File: src/pse_pkg.sv
// ----------------------------------------------------------------------------
// pse_pkg
// Shared types and constants for the polyline segment extrusion block.
// ----------------------------------------------------------------------------
package pse_pkg;

    localparam int COORD_BITS = 24;
    localparam int WIDTH_BITS = 16;
    // the larger normalised magnitude lies in [2^29, 2^30)
    localparam int NORM_BITS  = 30;
    localparam int DIFF_BITS  = COORD_BITS + 1;
    localparam int SQ_BITS    = 2 * NORM_BITS + 1;
    localparam int ROOT_BITS  = NORM_BITS + 1;
    localparam int NUM_BITS   = NORM_BITS + WIDTH_BITS;
    localparam int Q_BITS     = WIDTH_BITS;
    localparam int MUL_DIGIT  = 2;
    localparam int CNT_BITS   = 6;

    typedef struct packed {
        logic signed [COORD_BITS-1:0] point_x;
        logic signed [COORD_BITS-1:0] point_y;
        logic [WIDTH_BITS-1:0]        stroke_width;
        logic                         new_line;
    } pse_in_t;

    typedef struct packed {
        logic signed [COORD_BITS-1:0] vertex_x;
        logic signed [COORD_BITS-1:0] vertex_y;
        logic                         last_vertex;
    } pse_out_t;

endpackage

File: src/pse_serial_mul.sv
// ----------------------------------------------------------------------------
// pse_serial_mul
// Unsigned shift-and-add multiplier, one multiplier digit per cycle.
// ----------------------------------------------------------------------------
module pse_serial_mul
(
    input  logic                             clk,
    input  logic                             rst_n,
    input  logic                             start,
    input  logic [pse_pkg::NORM_BITS-1:0]    a,
    input  logic [pse_pkg::NORM_BITS-1:0]    b,
    output logic                             busy,
    output logic [2*pse_pkg::NORM_BITS-1:0]  product
);
    import pse_pkg::*;

    localparam int STEPS = NORM_BITS / MUL_DIGIT;

    logic [2*NORM_BITS-1:0] acc_reg, acc_next;
    logic [2*NORM_BITS-1:0] mcand_reg, mcand_next;
    logic [NORM_BITS-1:0]   mplier_reg, mplier_next;
    logic [CNT_BITS-1:0]    cnt_reg, cnt_next;
    logic                   busy_reg, busy_next;
    logic [2*NORM_BITS-1:0] part;

    always_comb
    begin
        part = mcand_reg * (2*NORM_BITS)'(mplier_reg[MUL_DIGIT-1:0]);
        acc_next    = acc_reg;
        mcand_next  = mcand_reg;
        mplier_next = mplier_reg;
        cnt_next    = cnt_reg;
        busy_next   = busy_reg;
        if (start)
        begin
            acc_next    = '0;
            mcand_next  = {{NORM_BITS{1'b0}}, a};
            mplier_next = b;
            cnt_next    = CNT_BITS'(STEPS);
            busy_next   = 1'b1;
        end
        else if (busy_reg)
        begin
            acc_next    = acc_reg + part;
            mcand_next  = mcand_reg << MUL_DIGIT;
            mplier_next = mplier_reg >> MUL_DIGIT;
            cnt_next    = cnt_reg - 1'b1;
            busy_next   = (cnt_reg != CNT_BITS'(1));
        end
    end

    always_ff @(posedge clk or negedge rst_n)
    begin
        if (!rst_n)
        begin
            busy_reg <= 1'b0;
            cnt_reg  <= '0;
        end
        else
        begin
            busy_reg <= busy_next;
            cnt_reg  <= cnt_next;
        end
    end

    always_ff @(posedge clk)
    begin
        acc_reg    <= acc_next;
        mcand_reg  <= mcand_next;
        mplier_reg <= mplier_next;
    end

    assign busy    = busy_reg;
    assign product = acc_reg;

endmodule

File: src/pse_isqrt.sv
// ----------------------------------------------------------------------------
// pse_isqrt
// Bit-serial integer square root, one result bit per cycle.
// ----------------------------------------------------------------------------
module pse_isqrt
(
    input  logic                            clk,
    input  logic                            rst_n,
    input  logic                            start,
    input  logic [pse_pkg::SQ_BITS-1:0]     radicand,
    output logic                            busy,
    output logic [pse_pkg::ROOT_BITS-1:0]   root
);
    import pse_pkg::*;

    logic [SQ_BITS+1:0]   rem_reg, rem_next;
    logic [SQ_BITS+1:0]   src_reg, src_next;
    logic [ROOT_BITS-1:0] root_reg, root_next;
    logic [CNT_BITS-1:0]  cnt_reg, cnt_next;
    logic                 busy_reg, busy_next;
    logic [SQ_BITS+1:0]   trial, shifted;

    always_comb
    begin
        shifted   = {rem_reg[SQ_BITS-1:0], src_reg[SQ_BITS+1:SQ_BITS]};
        trial     = shifted - {{(SQ_BITS-ROOT_BITS){1'b0}}, root_reg, 2'b01};
        rem_next  = rem_reg;
        src_next  = src_reg;
        root_next = root_reg;
        cnt_next  = cnt_reg;
        busy_next = busy_reg;
        if (start)
        begin
            rem_next  = '0;
            src_next  = {1'b0, radicand, 1'b0};
            root_next = '0;
            cnt_next  = CNT_BITS'(ROOT_BITS);
            busy_next = 1'b1;
        end
        else if (busy_reg)
        begin
            src_next = src_reg << 2;
            if (!trial[SQ_BITS+1])
            begin
                rem_next  = trial;
                root_next = {root_reg[ROOT_BITS-2:0], 1'b1};
            end
            else
            begin
                rem_next  = shifted;
                root_next = {root_reg[ROOT_BITS-2:0], 1'b0};
            end
            cnt_next  = cnt_reg - 1'b1;
            busy_next = (cnt_reg != CNT_BITS'(1));
        end
    end

    always_ff @(posedge clk or negedge rst_n)
    begin
        if (!rst_n)
        begin
            busy_reg <= 1'b0;
            cnt_reg  <= '0;
        end
        else
        begin
            busy_reg <= busy_next;
            cnt_reg  <= cnt_next;
        end
    end

    always_ff @(posedge clk)
    begin
        rem_reg  <= rem_next;
        src_reg  <= src_next;
        root_reg <= root_next;
    end

    assign busy = busy_reg;
    assign root = root_reg;

endmodule

File: src/pse_divider.sv
// ----------------------------------------------------------------------------
// pse_divider
// Restoring divider for the rounded normal, one quotient bit per cycle.
// ----------------------------------------------------------------------------
module pse_divider
(
    input  logic                            clk,
    input  logic                            rst_n,
    input  logic                            start,
    input  logic [pse_pkg::NUM_BITS:0]      dividend,
    input  logic [pse_pkg::ROOT_BITS:0]     divisor,
    output logic                            busy,
    output logic [pse_pkg::Q_BITS-1:0]      quotient
);
    import pse_pkg::*;

    // quotient < 2^Q_BITS, so only the low quotient bits are developed
    localparam int REM_BITS = ROOT_BITS + 2;

    logic [REM_BITS-1:0]  rem_reg, rem_next;
    logic [NUM_BITS:0]    num_reg, num_next;
    logic [ROOT_BITS:0]   den_reg, den_next;
    logic [Q_BITS-1:0]    q_reg, q_next;
    logic [CNT_BITS-1:0]  cnt_reg, cnt_next;
    logic                 busy_reg, busy_next;
    logic [REM_BITS-1:0]  shifted, trial;

    always_comb
    begin
        shifted   = {rem_reg[REM_BITS-2:0], num_reg[NUM_BITS]};
        trial     = shifted - {1'b0, den_reg};
        rem_next  = rem_reg;
        num_next  = num_reg;
        den_next  = den_reg;
        q_next    = q_reg;
        cnt_next  = cnt_reg;
        busy_next = busy_reg;
        if (start)
        begin
            rem_next  = REM_BITS'(dividend >> Q_BITS);
            num_next  = dividend << (NUM_BITS + 1 - Q_BITS);
            den_next  = divisor;
            q_next    = '0;
            cnt_next  = CNT_BITS'(Q_BITS);
            busy_next = 1'b1;
        end
        else if (busy_reg)
        begin
            num_next = num_reg << 1;
            if (!trial[REM_BITS-1])
            begin
                rem_next = trial;
                q_next   = {q_reg[Q_BITS-2:0], 1'b1};
            end
            else
            begin
                rem_next = shifted;
                q_next   = {q_reg[Q_BITS-2:0], 1'b0};
            end
            cnt_next  = cnt_reg - 1'b1;
            busy_next = (cnt_reg != CNT_BITS'(1));
        end
    end

    always_ff @(posedge clk or negedge rst_n)
    begin
        if (!rst_n)
        begin
            busy_reg <= 1'b0;
            cnt_reg  <= '0;
        end
        else
        begin
            busy_reg <= busy_next;
            cnt_reg  <= cnt_next;
        end
    end

    always_ff @(posedge clk)
    begin
        rem_reg <= rem_next;
        num_reg <= num_next;
        den_reg <= den_next;
        q_reg   <= q_next;
    end

    assign busy     = busy_reg;
    assign quotient = q_reg;

endmodule

File: src/polyline_segment_extrusion.sv
// ----------------------------------------------------------------------------
// polyline_segment_extrusion
// Extrudes polyline segments into two triangles of six vertices.
// ----------------------------------------------------------------------------
// One point is taken per transaction and one point is in flight at a time.
// A point that ends a drawable segment holds the input off while the block
// steps through normalisation (one shift per cycle), two serial multiply
// passes for dx^2 and dy^2, a bit-serial square root that overlaps the
// |dy|*w product, two serial divisions (the second product overlaps the
// first), two register states, an emit and a wait state for each of the
// six vertex transactions and a return to idle. Output stalls lengthen the
// hold. A point that emits nothing does not hold the input off.
module polyline_segment_extrusion
(
    input  logic              clk,
    input  logic              rst_n,
    input  logic              in_valid,
    output logic              in_stall,
    input  pse_pkg::pse_in_t  in_data,
    output logic              out_valid,
    input  logic              out_stall,
    output pse_pkg::pse_out_t out_data
);
    import pse_pkg::*;

    localparam logic [3:0] ST_IDLE  = 4'd0;
    localparam logic [3:0] ST_NORM  = 4'd1;
    localparam logic [3:0] ST_MULX  = 4'd2;
    localparam logic [3:0] ST_MULY  = 4'd3;
    localparam logic [3:0] ST_SQRT  = 4'd4;
    localparam logic [3:0] ST_MULWY = 4'd5;
    localparam logic [3:0] ST_DIVX  = 4'd6;
    localparam logic [3:0] ST_MULWX = 4'd7;
    localparam logic [3:0] ST_DIVY  = 4'd8;
    localparam logic [3:0] ST_EMIT  = 4'd9;
    localparam logic [3:0] ST_WAIT  = 4'd10;

    logic [3:0] state_reg, state_next;
    logic signed [COORD_BITS-1:0] px_reg, py_reg;
    // start point of the segment being extruded
    logic signed [COORD_BITS-1:0] ox_reg, oy_reg;
    logic prev_valid_reg;
    logic [WIDTH_BITS-1:0] w_reg;
    logic dx_neg_reg, dy_pos_reg;
    logic [NORM_BITS-1:0] mx_reg, my_reg;
    logic [SQ_BITS-1:0] sum_reg;
    logic [ROOT_BITS-1:0] len_reg;
    logic [Q_BITS-1:0] qx_reg, qy_reg;
    logic [2:0] vtx_reg;
    logic phase_reg;
    pse_out_t out_reg;
    logic out_valid_reg;

    logic mul_start, mul_busy, mul_done;
    logic sqrt_start, sqrt_busy, sqrt_done;
    logic div_start, div_busy, div_done;
    logic [NORM_BITS-1:0] mul_a, mul_b;
    logic [2*NORM_BITS-1:0] mul_p;
    logic [ROOT_BITS-1:0] root;
    logic [Q_BITS-1:0] quo;
    logic [NUM_BITS:0] div_num;

    logic accept, drawable;
    logic signed [DIFF_BITS-1:0] dx, dy;
    logic [DIFF_BITS-1:0] adx, ady;
    logic signed [COORD_BITS+1:0] sx, sy, nxs, nys;
    logic signed [COORD_BITS-1:0] bx, by;
    logic sub;

    assign accept   = in_valid && !in_stall;
    assign in_stall = (state_reg != ST_IDLE);

    always_comb
    begin
        dx  = DIFF_BITS'(in_data.point_x) - DIFF_BITS'(px_reg);
        dy  = DIFF_BITS'(in_data.point_y) - DIFF_BITS'(py_reg);
        adx = dx[DIFF_BITS-1] ? DIFF_BITS'(-dx) : DIFF_BITS'(dx);
        ady = dy[DIFF_BITS-1] ? DIFF_BITS'(-dy) : DIFF_BITS'(dy);
        drawable = prev_valid_reg && !in_data.new_line && (in_data.stroke_width != '0)
                 && (dx != '0 || dy != '0);
    end

    // multiplier operand selection
    always_comb
    begin
        mul_a = mx_reg;
        mul_b = mx_reg;
        case (state_reg)
            ST_MULY:  begin mul_a = my_reg; mul_b = my_reg; end
            ST_SQRT:  begin mul_a = my_reg; mul_b = NORM_BITS'(w_reg); end
            ST_DIVX:  begin mul_a = mx_reg; mul_b = NORM_BITS'(w_reg); end
            default:  begin mul_a = mx_reg; mul_b = mx_reg; end
        endcase
    end

    assign div_num = (NUM_BITS+1)'(mul_p) + (NUM_BITS+1)'(len_reg);

    pse_serial_mul u_mul
    (
        .clk(clk), .rst_n(rst_n), .start(mul_start),
        .a(mul_a), .b(mul_b), .busy(mul_busy), .product(mul_p)
    );

    pse_isqrt u_sqrt
    (
        .clk(clk), .rst_n(rst_n), .start(sqrt_start),
        .radicand(sum_reg), .busy(sqrt_busy), .root(root)
    );

    pse_divider u_div
    (
        .clk(clk), .rst_n(rst_n), .start(div_start),
        .dividend(div_num), .divisor({len_reg, 1'b0}),
        .busy(div_busy), .quotient(quo)
    );

    // phase_reg is low in the first cycle of a state, when its unit is started
    assign mul_done  = phase_reg && !mul_busy;
    assign sqrt_done = phase_reg && !sqrt_busy;
    assign div_done  = phase_reg && !div_busy;

    always_comb
    begin
        mul_start  = 1'b0;
        sqrt_start = 1'b0;
        div_start  = 1'b0;
        state_next = state_reg;
        unique case (state_reg)
            ST_IDLE:
                if (accept && drawable)
                    state_next = ST_NORM;
            ST_NORM:
                if (mx_reg[NORM_BITS-1] || my_reg[NORM_BITS-1])
                    state_next = ST_MULX;
            ST_MULX:
            begin
                mul_start = !phase_reg;
                if (mul_done) state_next = ST_MULY;
            end
            ST_MULY:
            begin
                mul_start = !phase_reg;
                if (mul_done) state_next = ST_SQRT;
            end
            ST_SQRT:
            begin
                sqrt_start = !phase_reg;
                mul_start  = !phase_reg;
                if (sqrt_done) state_next = ST_MULWY;
            end
            ST_MULWY:
                state_next = ST_DIVX;
            ST_DIVX:
            begin
                div_start = !phase_reg;
                mul_start = !phase_reg;
                if (div_done && !mul_busy) state_next = ST_MULWX;
            end
            ST_MULWX:
                state_next = ST_DIVY;
            ST_DIVY:
            begin
                div_start = !phase_reg;
                if (div_done) state_next = ST_EMIT;
            end
            ST_EMIT:
                state_next = ST_WAIT;
            ST_WAIT:
                if (!out_valid_reg || !out_stall)
                    state_next = (vtx_reg == 3'd6) ? ST_IDLE : ST_EMIT;
            default:
                state_next = ST_IDLE;
        endcase
    end

    // vertex selection: a, b, c, b, d, c
    always_comb
    begin
        bx  = (vtx_reg == 3'd2 || vtx_reg == 3'd4 || vtx_reg == 3'd5) ? px_reg : ox_reg;
        by  = (vtx_reg == 3'd2 || vtx_reg == 3'd4 || vtx_reg == 3'd5) ? py_reg : oy_reg;
        sub = (vtx_reg == 3'd1 || vtx_reg == 3'd3 || vtx_reg == 3'd4);
        nxs = dy_pos_reg ? -(COORD_BITS+2)'(qx_reg) : (COORD_BITS+2)'(qx_reg);
        nys = dx_neg_reg ? -(COORD_BITS+2)'(qy_reg) : (COORD_BITS+2)'(qy_reg);
        sx  = sub ? (COORD_BITS+2)'(bx) - nxs : (COORD_BITS+2)'(bx) + nxs;
        sy  = sub ? (COORD_BITS+2)'(by) - nys : (COORD_BITS+2)'(by) + nys;
    end

    function automatic logic [COORD_BITS-1:0] sat(input logic signed [COORD_BITS+1:0] v);
        logic signed [COORD_BITS+1:0] hi, lo;
        hi = (COORD_BITS+2)'((1 <<< (COORD_BITS-1)) - 1);
        lo = -(COORD_BITS+2)'(1 <<< (COORD_BITS-1));
        if (v > hi)      sat = hi[COORD_BITS-1:0];
        else if (v < lo) sat = lo[COORD_BITS-1:0];
        else             sat = v[COORD_BITS-1:0];
    endfunction

    always_ff @(posedge clk or negedge rst_n)
    begin
        if (!rst_n)
        begin
            state_reg      <= ST_IDLE;
            phase_reg      <= 1'b0;
            prev_valid_reg <= 1'b0;
            px_reg         <= '0;
            py_reg         <= '0;
            out_valid_reg  <= 1'b0;
            vtx_reg        <= '0;
        end
        else
        begin
            state_reg <= state_next;
            phase_reg <= (state_next == state_reg) ? 1'b1 : 1'b0;
            if (state_reg == ST_EMIT)
                out_valid_reg <= 1'b1;
            else if (out_valid_reg && !out_stall)
                out_valid_reg <= 1'b0;
            if (accept)
            begin
                prev_valid_reg <= 1'b1;
                px_reg <= in_data.point_x;
                py_reg <= in_data.point_y;
            end
            if (state_reg == ST_EMIT)
                vtx_reg <= vtx_reg + 1'b1;
            else if (state_reg == ST_WAIT && state_next == ST_IDLE)
                vtx_reg <= '0;
        end
    end

    always_ff @(posedge clk)
    begin
        if (accept)
        begin
            ox_reg     <= px_reg;
            oy_reg     <= py_reg;
            w_reg      <= in_data.stroke_width;
            dx_neg_reg <= dx[DIFF_BITS-1];
            dy_pos_reg <= !dy[DIFF_BITS-1] && (dy != '0);
            mx_reg     <= NORM_BITS'(adx);
            my_reg     <= NORM_BITS'(ady);
        end
        else if (state_reg == ST_NORM && !(mx_reg[NORM_BITS-1] || my_reg[NORM_BITS-1]))
        begin
            mx_reg <= mx_reg << 1;
            my_reg <= my_reg << 1;
        end
        // dx^2 is taken as the second square starts, dy^2 added when it ends
        if (state_reg == ST_MULY)
        begin
            if (!phase_reg)
                sum_reg <= SQ_BITS'(mul_p);
            else if (mul_done)
                sum_reg <= sum_reg + SQ_BITS'(mul_p);
        end
        if (state_reg == ST_MULWY)
            len_reg <= root;
        if (state_reg == ST_MULWX)
            qx_reg <= quo;
        if (state_reg == ST_DIVY && div_done)
            qy_reg <= quo;
        if (state_reg == ST_EMIT)
        begin
            out_reg.vertex_x    <= sat(sx);
            out_reg.vertex_y    <= sat(sy);
            out_reg.last_vertex <= (vtx_reg == 3'd5);
        end
    end

    assign out_valid = out_valid_reg;
    assign out_data  = out_reg;

endmodule

File: config.mk
export PLATFORM = sky130hd
export DESIGN_NAME = polyline_segment_extrusion
export DESIGN_NICKNAME = d
export VERILOG_FILES = /design/src/pse_pkg.sv /design/src/pse_serial_mul.sv /design/src/pse_isqrt.sv /design/src/pse_divider.sv /design/src/polyline_segment_extrusion.sv
export SDC_FILE = /design/constraint.sdc
export NUM_CORES = 2
export LEC_CHECK = 0
export BUFFER_PORTS_ARGS = -buffer_cell sky130_fd_sc_hd__clkbuf_2
export CORE_MARGIN = 2
export CORE_UTILIZATION = 50
export DETAILED_ROUTE_END_ITERATION = 10
export PLACE_DENSITY_LB_ADDON = 0.3
export RECOVER_POWER = 25
export REMOVE_ABC_BUFFERS = 1
export SLEW_MARGIN = 0
export SYNTH_ARGS = -nofsm -noshare
export SYNTH_HDL_FRONTEND = slang
export SYNTH_SLANG_ARGS = --single-unit
export TNS_END_PERCENT = 1
File: constraint.sdc
create_clock -name clk -period 8.2 [get_ports clk]
set_input_delay 1.64 -clock clk [delete_from_list [all_inputs] [get_ports clk]]
set_output_delay 1.64 -clock clk [all_outputs]
set_load 0.02 [all_outputs]
* After elaboration in Yosys (flattened, before gate mapping)
Index checks and enable logic that the tools add are counted.
** Operators by class
- Add/sub/neg operators :: 19
- $mul :: 1
- $lt $le $gt $ge :: 4
- Equal/unequal tests :: 21
- Muxes and demuxes :: 62
- Reduce and logical (&&, ||, !) cells :: 48
** Operator list (number)
- $mux W25 :: 6
- $mux W30 :: 5
- $mux W62 :: 2
- $mux W61 :: 2
- $mux W26 :: 4
- $mux W24 :: 4
- $mux W47 :: 2
- $sub A63 B33 Y63 :: 1
- $mux W31 :: 2
- $add A61 B60 Y61 :: 1
- $add A60 B60 Y60 :: 1
- $mul A60 B2 Y60 :: 1
- $mux W60 :: 1
- $pmux W30 S2 :: 1
- $add A24 B26 Y26 :: 2
- $gt A26 B24 Y1 const B :: 2
- $lt A26 B24 Y1 const B :: 2
- $neg A16 Y26 :: 2
- $sub A24 B26 Y26 :: 2
- $neg A25 Y25 :: 2
- $reduce_bool A25 Y1 :: 2
- $sub A24 B24 Y25 :: 2
- $add A47 B31 Y47 :: 1
- $pmux W4 S11 :: 1
- 28 further kinds :: 104
** Word-level totals
- Register bits :: 777
- Bits of input ports :: 69
- Output and inout bits :: 51

* Longest topological paths before layout
- Depth in word-level cells :: 11
- Depth in mapped cells :: 24

* Modules after synthesis
A second synthesis with hierarchy kept.
** Unflattened totals
- Cell total of the unflattened synthesis :: 5960
- Area, all modules :: 54791.3 sq um
** By module, submodules not included
- polyline_segment_extrusion :: instances 1, cells an instance 3026, area an instance 27734.1 sq um, sequential area each 10329.9 sq um
- pse_serial_mul :: instances 1, cells an instance 1339, area an instance 11680.0 sq um, sequential area each 3778.6 sq um
- pse_isqrt :: instances 1, cells an instance 1017, area an instance 9389.0 sq um, sequential area each 3868.7 sq um
- pse_divider :: instances 1, cells an instance 578, area an instance 5988.2 sq um, sequential area each 2887.8 sq um

* Least setup slack after synthesis
OpenSTA, ideal clock, no wires.
- Path kind :: register -> register
- Start :: register state_reg[0]
- End :: register sum_reg[0], enable pin
- Setup time :: 573 ps
- Data arrival time :: 5961 ps
- Path slack :: 1666 ps
- Cell stages (with the launch flop) :: 6
- Path buffers :: 2
- Clock period less this slack :: 6534 ps
- Cell sequence :: dfrtp_1 clkbuf_1 nand2_1 nor3_1 clkbuf_1 a21boi_0
** On the way
- Longest elaborated chain between the ends :: 2
** RTL lines
- start, declared :: RTL line polyline_segment_extrusion.sv:38 : logic [3:0] state_reg, state_next;
- start signal, assigned :: RTL line polyline_segment_extrusion.sv:211 : state_reg <= state_next;
- $eq A4 B2 Y1 :: RTL line polyline_segment_extrusion.sv:248 : if (state_reg == ST_MULY)
- $reduce_and A2 Y1 (no line)
- end signal, assigned :: RTL line polyline_segment_extrusion.sv:251 : sum_reg <= SQ_BITS'(mul_p);
- end signal, assigned :: RTL line polyline_segment_extrusion.sv:253 : sum_reg <= sum_reg + SQ_BITS'(mul_p);
- end, declared :: RTL line polyline_segment_extrusion.sv:46 : logic [SQ_BITS-1:0] sum_reg;
Every way passes these cells.
A chain may end at the register's enable or synchronous reset.

* Worst setup path after layout
- Start :: register qy_reg[0]
- End :: register out_reg, in the netlist out_data[3] (data pin)
** On the way
- Longest elaborated chain between the ends :: 6
- Elaborated cells between the ends (all ways) :: 8
** RTL lines
- start, declared :: RTL line polyline_segment_extrusion.sv:48 : logic [Q_BITS-1:0] qx_reg, qy_reg;
- start signal, assigned :: RTL line polyline_segment_extrusion.sv:260 : qy_reg <= quo;
- $neg A16 Y26 :: RTL line polyline_segment_extrusion.sv:183 : nys = dx_neg_reg ? -(COORD_BITS+2)'(qy_reg) : (COORD_BITS+2)'(qy_reg);
- $mux W26 (*) :: RTL line polyline_segment_extrusion.sv:183
- $add A24 B26 Y26 or $sub A24 B26 Y26 (tied branches) :: RTL line polyline_segment_extrusion.sv:185 : sy = sub ? (COORD_BITS+2)'(by) - nys : (COORD_BITS+2)'(by) + nys;
- $mux W26 (*) :: RTL line polyline_segment_extrusion.sv:185
- $lt A26 B24 Y1 :: RTL line polyline_segment_extrusion.sv:193 : else if (v < lo) sat = lo[COORD_BITS-1:0];
- $mux W24 :: RTL line polyline_segment_extrusion.sv:193
- end, declared :: RTL line polyline_segment_extrusion.sv:51 : pse_out_t out_reg;
Every way passes the cells marked *; elsewhere a longest branch is shown, timed or not.

==> metrics <==
H-tree depth=3; EDFF count, synth=488; crit path capture type=flop; Setup Skew=between 0.03 and 0.04 ns; TNS Setup=0 ns; CTS max path bufs=3; final instance area=57310 um2; Post-synth top flop=edfxtp_1; area fraction in compound gates after synthesis=18.85%; TritonRoute pass-1 iters=6; RSZ-0062 raised after global routing=false; share of cells above drive strength 1=6.508%; Clock Root Buffer=clkbuf_16; Max IR drop VDD=0.0001441 V; DRT Wirelength=130.9 mm; hold path startpoint=px_reg[21]; ys async rst share=just over 10%; worst r2r src=qy_reg[0]; Rel. slew slack=-137.0%; Mapped Area=52340 um2; Largest register FFs=62; clock tree from TritonCTS=yes; Synth Area in Simple Gates=between 10% and 20%; Hold Violations, Final=0; Total Routing Usage GR=24.05%; xor and xnor area share after synthesis=7.325%; GRT overflow=0; Clock Sinks=777; number of global-route vias before repair=39350; Final min period=about 6.5 ns; failing checks=capacitance limit, slew limit; gpl congestion=between 0.9 and 1; Leak Pwr=24.50 nW; Slew @ Worst Pin=3.555 ns; Reg clk slew, reported paths=about 0.060 ns; Die W=327.5 um; drt drc=0; CP Launch Point=qy_reg[0]; final setup vio count=0; multi-input logic area=29030 um2; dpl cell area=54040 um2; wire length per cell=18.02 um; largest family of logic cells by synthesized area=compound AO/OA/AOI/OAI gates; multiplexer share of the synthesized area=3.576%; Adder-Cell Fraction of Synth Area=10.37%; Area Growth Syn to Fin=9.500%; WP data required=8.58 ns; Cells after Synth=5820; die height=327.5 um; cts bufs inserted=89; die area=107300 um2; Initial DRC Count=2996; Hold WC Path Type=flop to flop; register area share after synthesis=39.81%; YS warnings=0; Worst EP arrival=6.87 ns; Worst-Skew Late Latency=about 0.7 ns; Yosys reg bits=777; CTS resizes=0; crit path launch type=flop; via count=41580; total core area=103600 um2; Hold-fix buffers, CTS=0; Site Rows=118; final period utilization=approximately four fifths; worst-path fanout max=23; first-pass GRT wire length=210.4 mm; Slew Limit Fails=between 500 and 600; synthesized area per cell=8.993 um2; PwrDens=roughly 150 nW/um2; # diodes=0; status=complete, but fails checks; Peak Freq=153.9 MHz; Yosys cell types=just under 100; Post-DP HPWL=97.54 mm; Ports=120; WS Path Type=flop to flop; pin count of the biggest net entering global routing=approximately 100; Seq. cell area=20850 um2; total of max-cap violations=9; I/O Buffers=around 120; Filler cells=9391; Post-DRT Antenna Nets=0; starting density of the core=50.50%; initial antenna violation count=2; net count reported at finish=6272; Post-CTS Setup Inserts=0; vias per cell=~5.7
final timing paths:
kind                               endpoint  slack (ns)  depth (start not counted)
worst max-delay path            out_data[3]        1.70                         20
worst min register to register   ox_reg[21]        0.44                          0
worst min-delay path             ox_reg[21]        0.44                          0
min in group asynchronous        py_reg[13]        1.33                          1
max in group asynchronous        u_mul.busy        2.56                          2
worst max register to register  out_data[3]        1.70                         20
cell usage in the layout, fill, tap and decap left out, types with 86 or more instances in the layout:
master	synthesis	final
nand2_1	818	816
edfxtp_1	488	488
nor2_1	461	458
o21ai_0	457	456
a21oi_1	411	411
inv_1	403	400
ha_1	328	328
xnor2_1	249	248
dfxtp_1	210	210
xor2_1	185	185
mux2i_1	172	172
a21o_1	153	153
clkbuf_2	0	101
clkbuf_16	0	95
a211oi_1	87	86
layout make-up:
| type | count | area share, % |
|---|---|---|
| Multi-Input combinational cell | 4375 | 50.64 |
| Sequential cell | 777 | 36.37 |
| Clock buffer | 123 | 4.513 |
| Tap cell | 1380 | 3.013 |
| Inverter | 405 | 2.657 |
| Timing Repair Buffer | 161 | 1.498 |
| Clock inverter | 44 | 1.303 |
metrics by stage:
step                      hold slack (ns)  std cells  total power [mW]  setup WS, ns  utilization, %
final                              0.4385       7265             8.756         1.704           55.30
after global routing               0.4488       7265             8.986         1.026           55.30
after CTS                          0.4368       7265             8.828         1.725           55.35
after detailed placement           0.4304       7098             4.351         1.761           52.14
after global placement             0.4268       7098             4.350         1.841           52.14
after floorplan                    0.4249       5557             4.280        -4.131               -
Yosys cell counts (19+ instances only):
master | count | area [um2]
clkbuf_1 | 221 | 829.6
o31ai_1 | 32 | 240.2
a21oi_1 | 411 | 2057
nor4_1 | 27 | 168.9
a21o_1 | 153 | 1149
o21ai_1 | 22 | 110.1
edfxtp_1 | 488 | 14650
and2_1 | 29 | 181.4
buf_1 | 29 | 108.9
nand3_1 | 73 | 365.4
nand2_1 | 818 | 3070
nor3_1 | 83 | 415.4
dfxtp_1 | 210 | 4204
o211ai_1 | 23 | 172.7
o21a_1 | 56 | 420.4
and3_1 | 32 | 200.2
nor2_1 | 461 | 1730
o22ai_1 | 24 | 150.1
a211oi_1 | 87 | 653.1
nand2b_1 | 61 | 381.6
fa_1 | 66 | 1321
nor2b_1 | 53 | 331.6
ha_1 | 328 | 4104
o21ai_2 | 19 | 166.4
xor2_1 | 185 | 1620
o21ai_0 | 457 | 2287
o21bai_1 | 43 | 322.8
a31oi_1 | 61 | 381.6
a22oi_1 | 21 | 157.7
or3_1 | 24 | 150.1
inv_1 | 403 | 1513
dfrtp_1 | 79 | 1977
a221oi_1 | 20 | 175.2
mux2i_1 | 172 | 1722
xnor2_1 | 249 | 2181
nand4_1 | 46 | 287.8
cell families after synthesis:
kind of cell	count (synthesis)
adders and majority gates	394
muxes	185
AOI/OAI and AO/OA	1576
buffers and inverters	668
DFF	777
and+or+nand+nor	1784
xor gates and xnor gates	436
critical path, stage by stage, from the launching register on:
cell	delay [ns]
edfxtp_1	0.48
or4_4	0.58
or4_1	0.60
o31ai_2	0.26
xnor2_1	0.19
nand2b_1	0.18
o21ai_0	0.29
o21ai_0	0.26
nor2_1	0.20
xnor2_1	0.13
ha_1	0.33
a211oi_1	0.29
nand2_1	0.10
o32ai_1	0.25
a21oi_1	0.16
a221o_1	0.40
a21o_1	0.18
a21oi_1	0.23
xnor2_2	0.13
a21oi_2	0.72
o21ai_1	0.21
report_power, final:
group | internal, mW | switching, mW | total (mW)
clock | 2.79 | 1.70 | 4.49
combinational | 0.0540 | 0.101 | 0.155
sequential | 4.11 | 0.0000000000000000414 | 4.11
layer usage:
layer / global-route usage, % / up-vias / share of wire [%]
li1: - / 20640 / -
met1: 33.71 / 19710 / 46
met2: 38.99 / 1034 / 46
met3: 2.652 / 190 / 4.8
met4: 7.659 / 2 / 3.1
met5: 0 / - / 0.0099
Power figures use the tool's default switching activity.
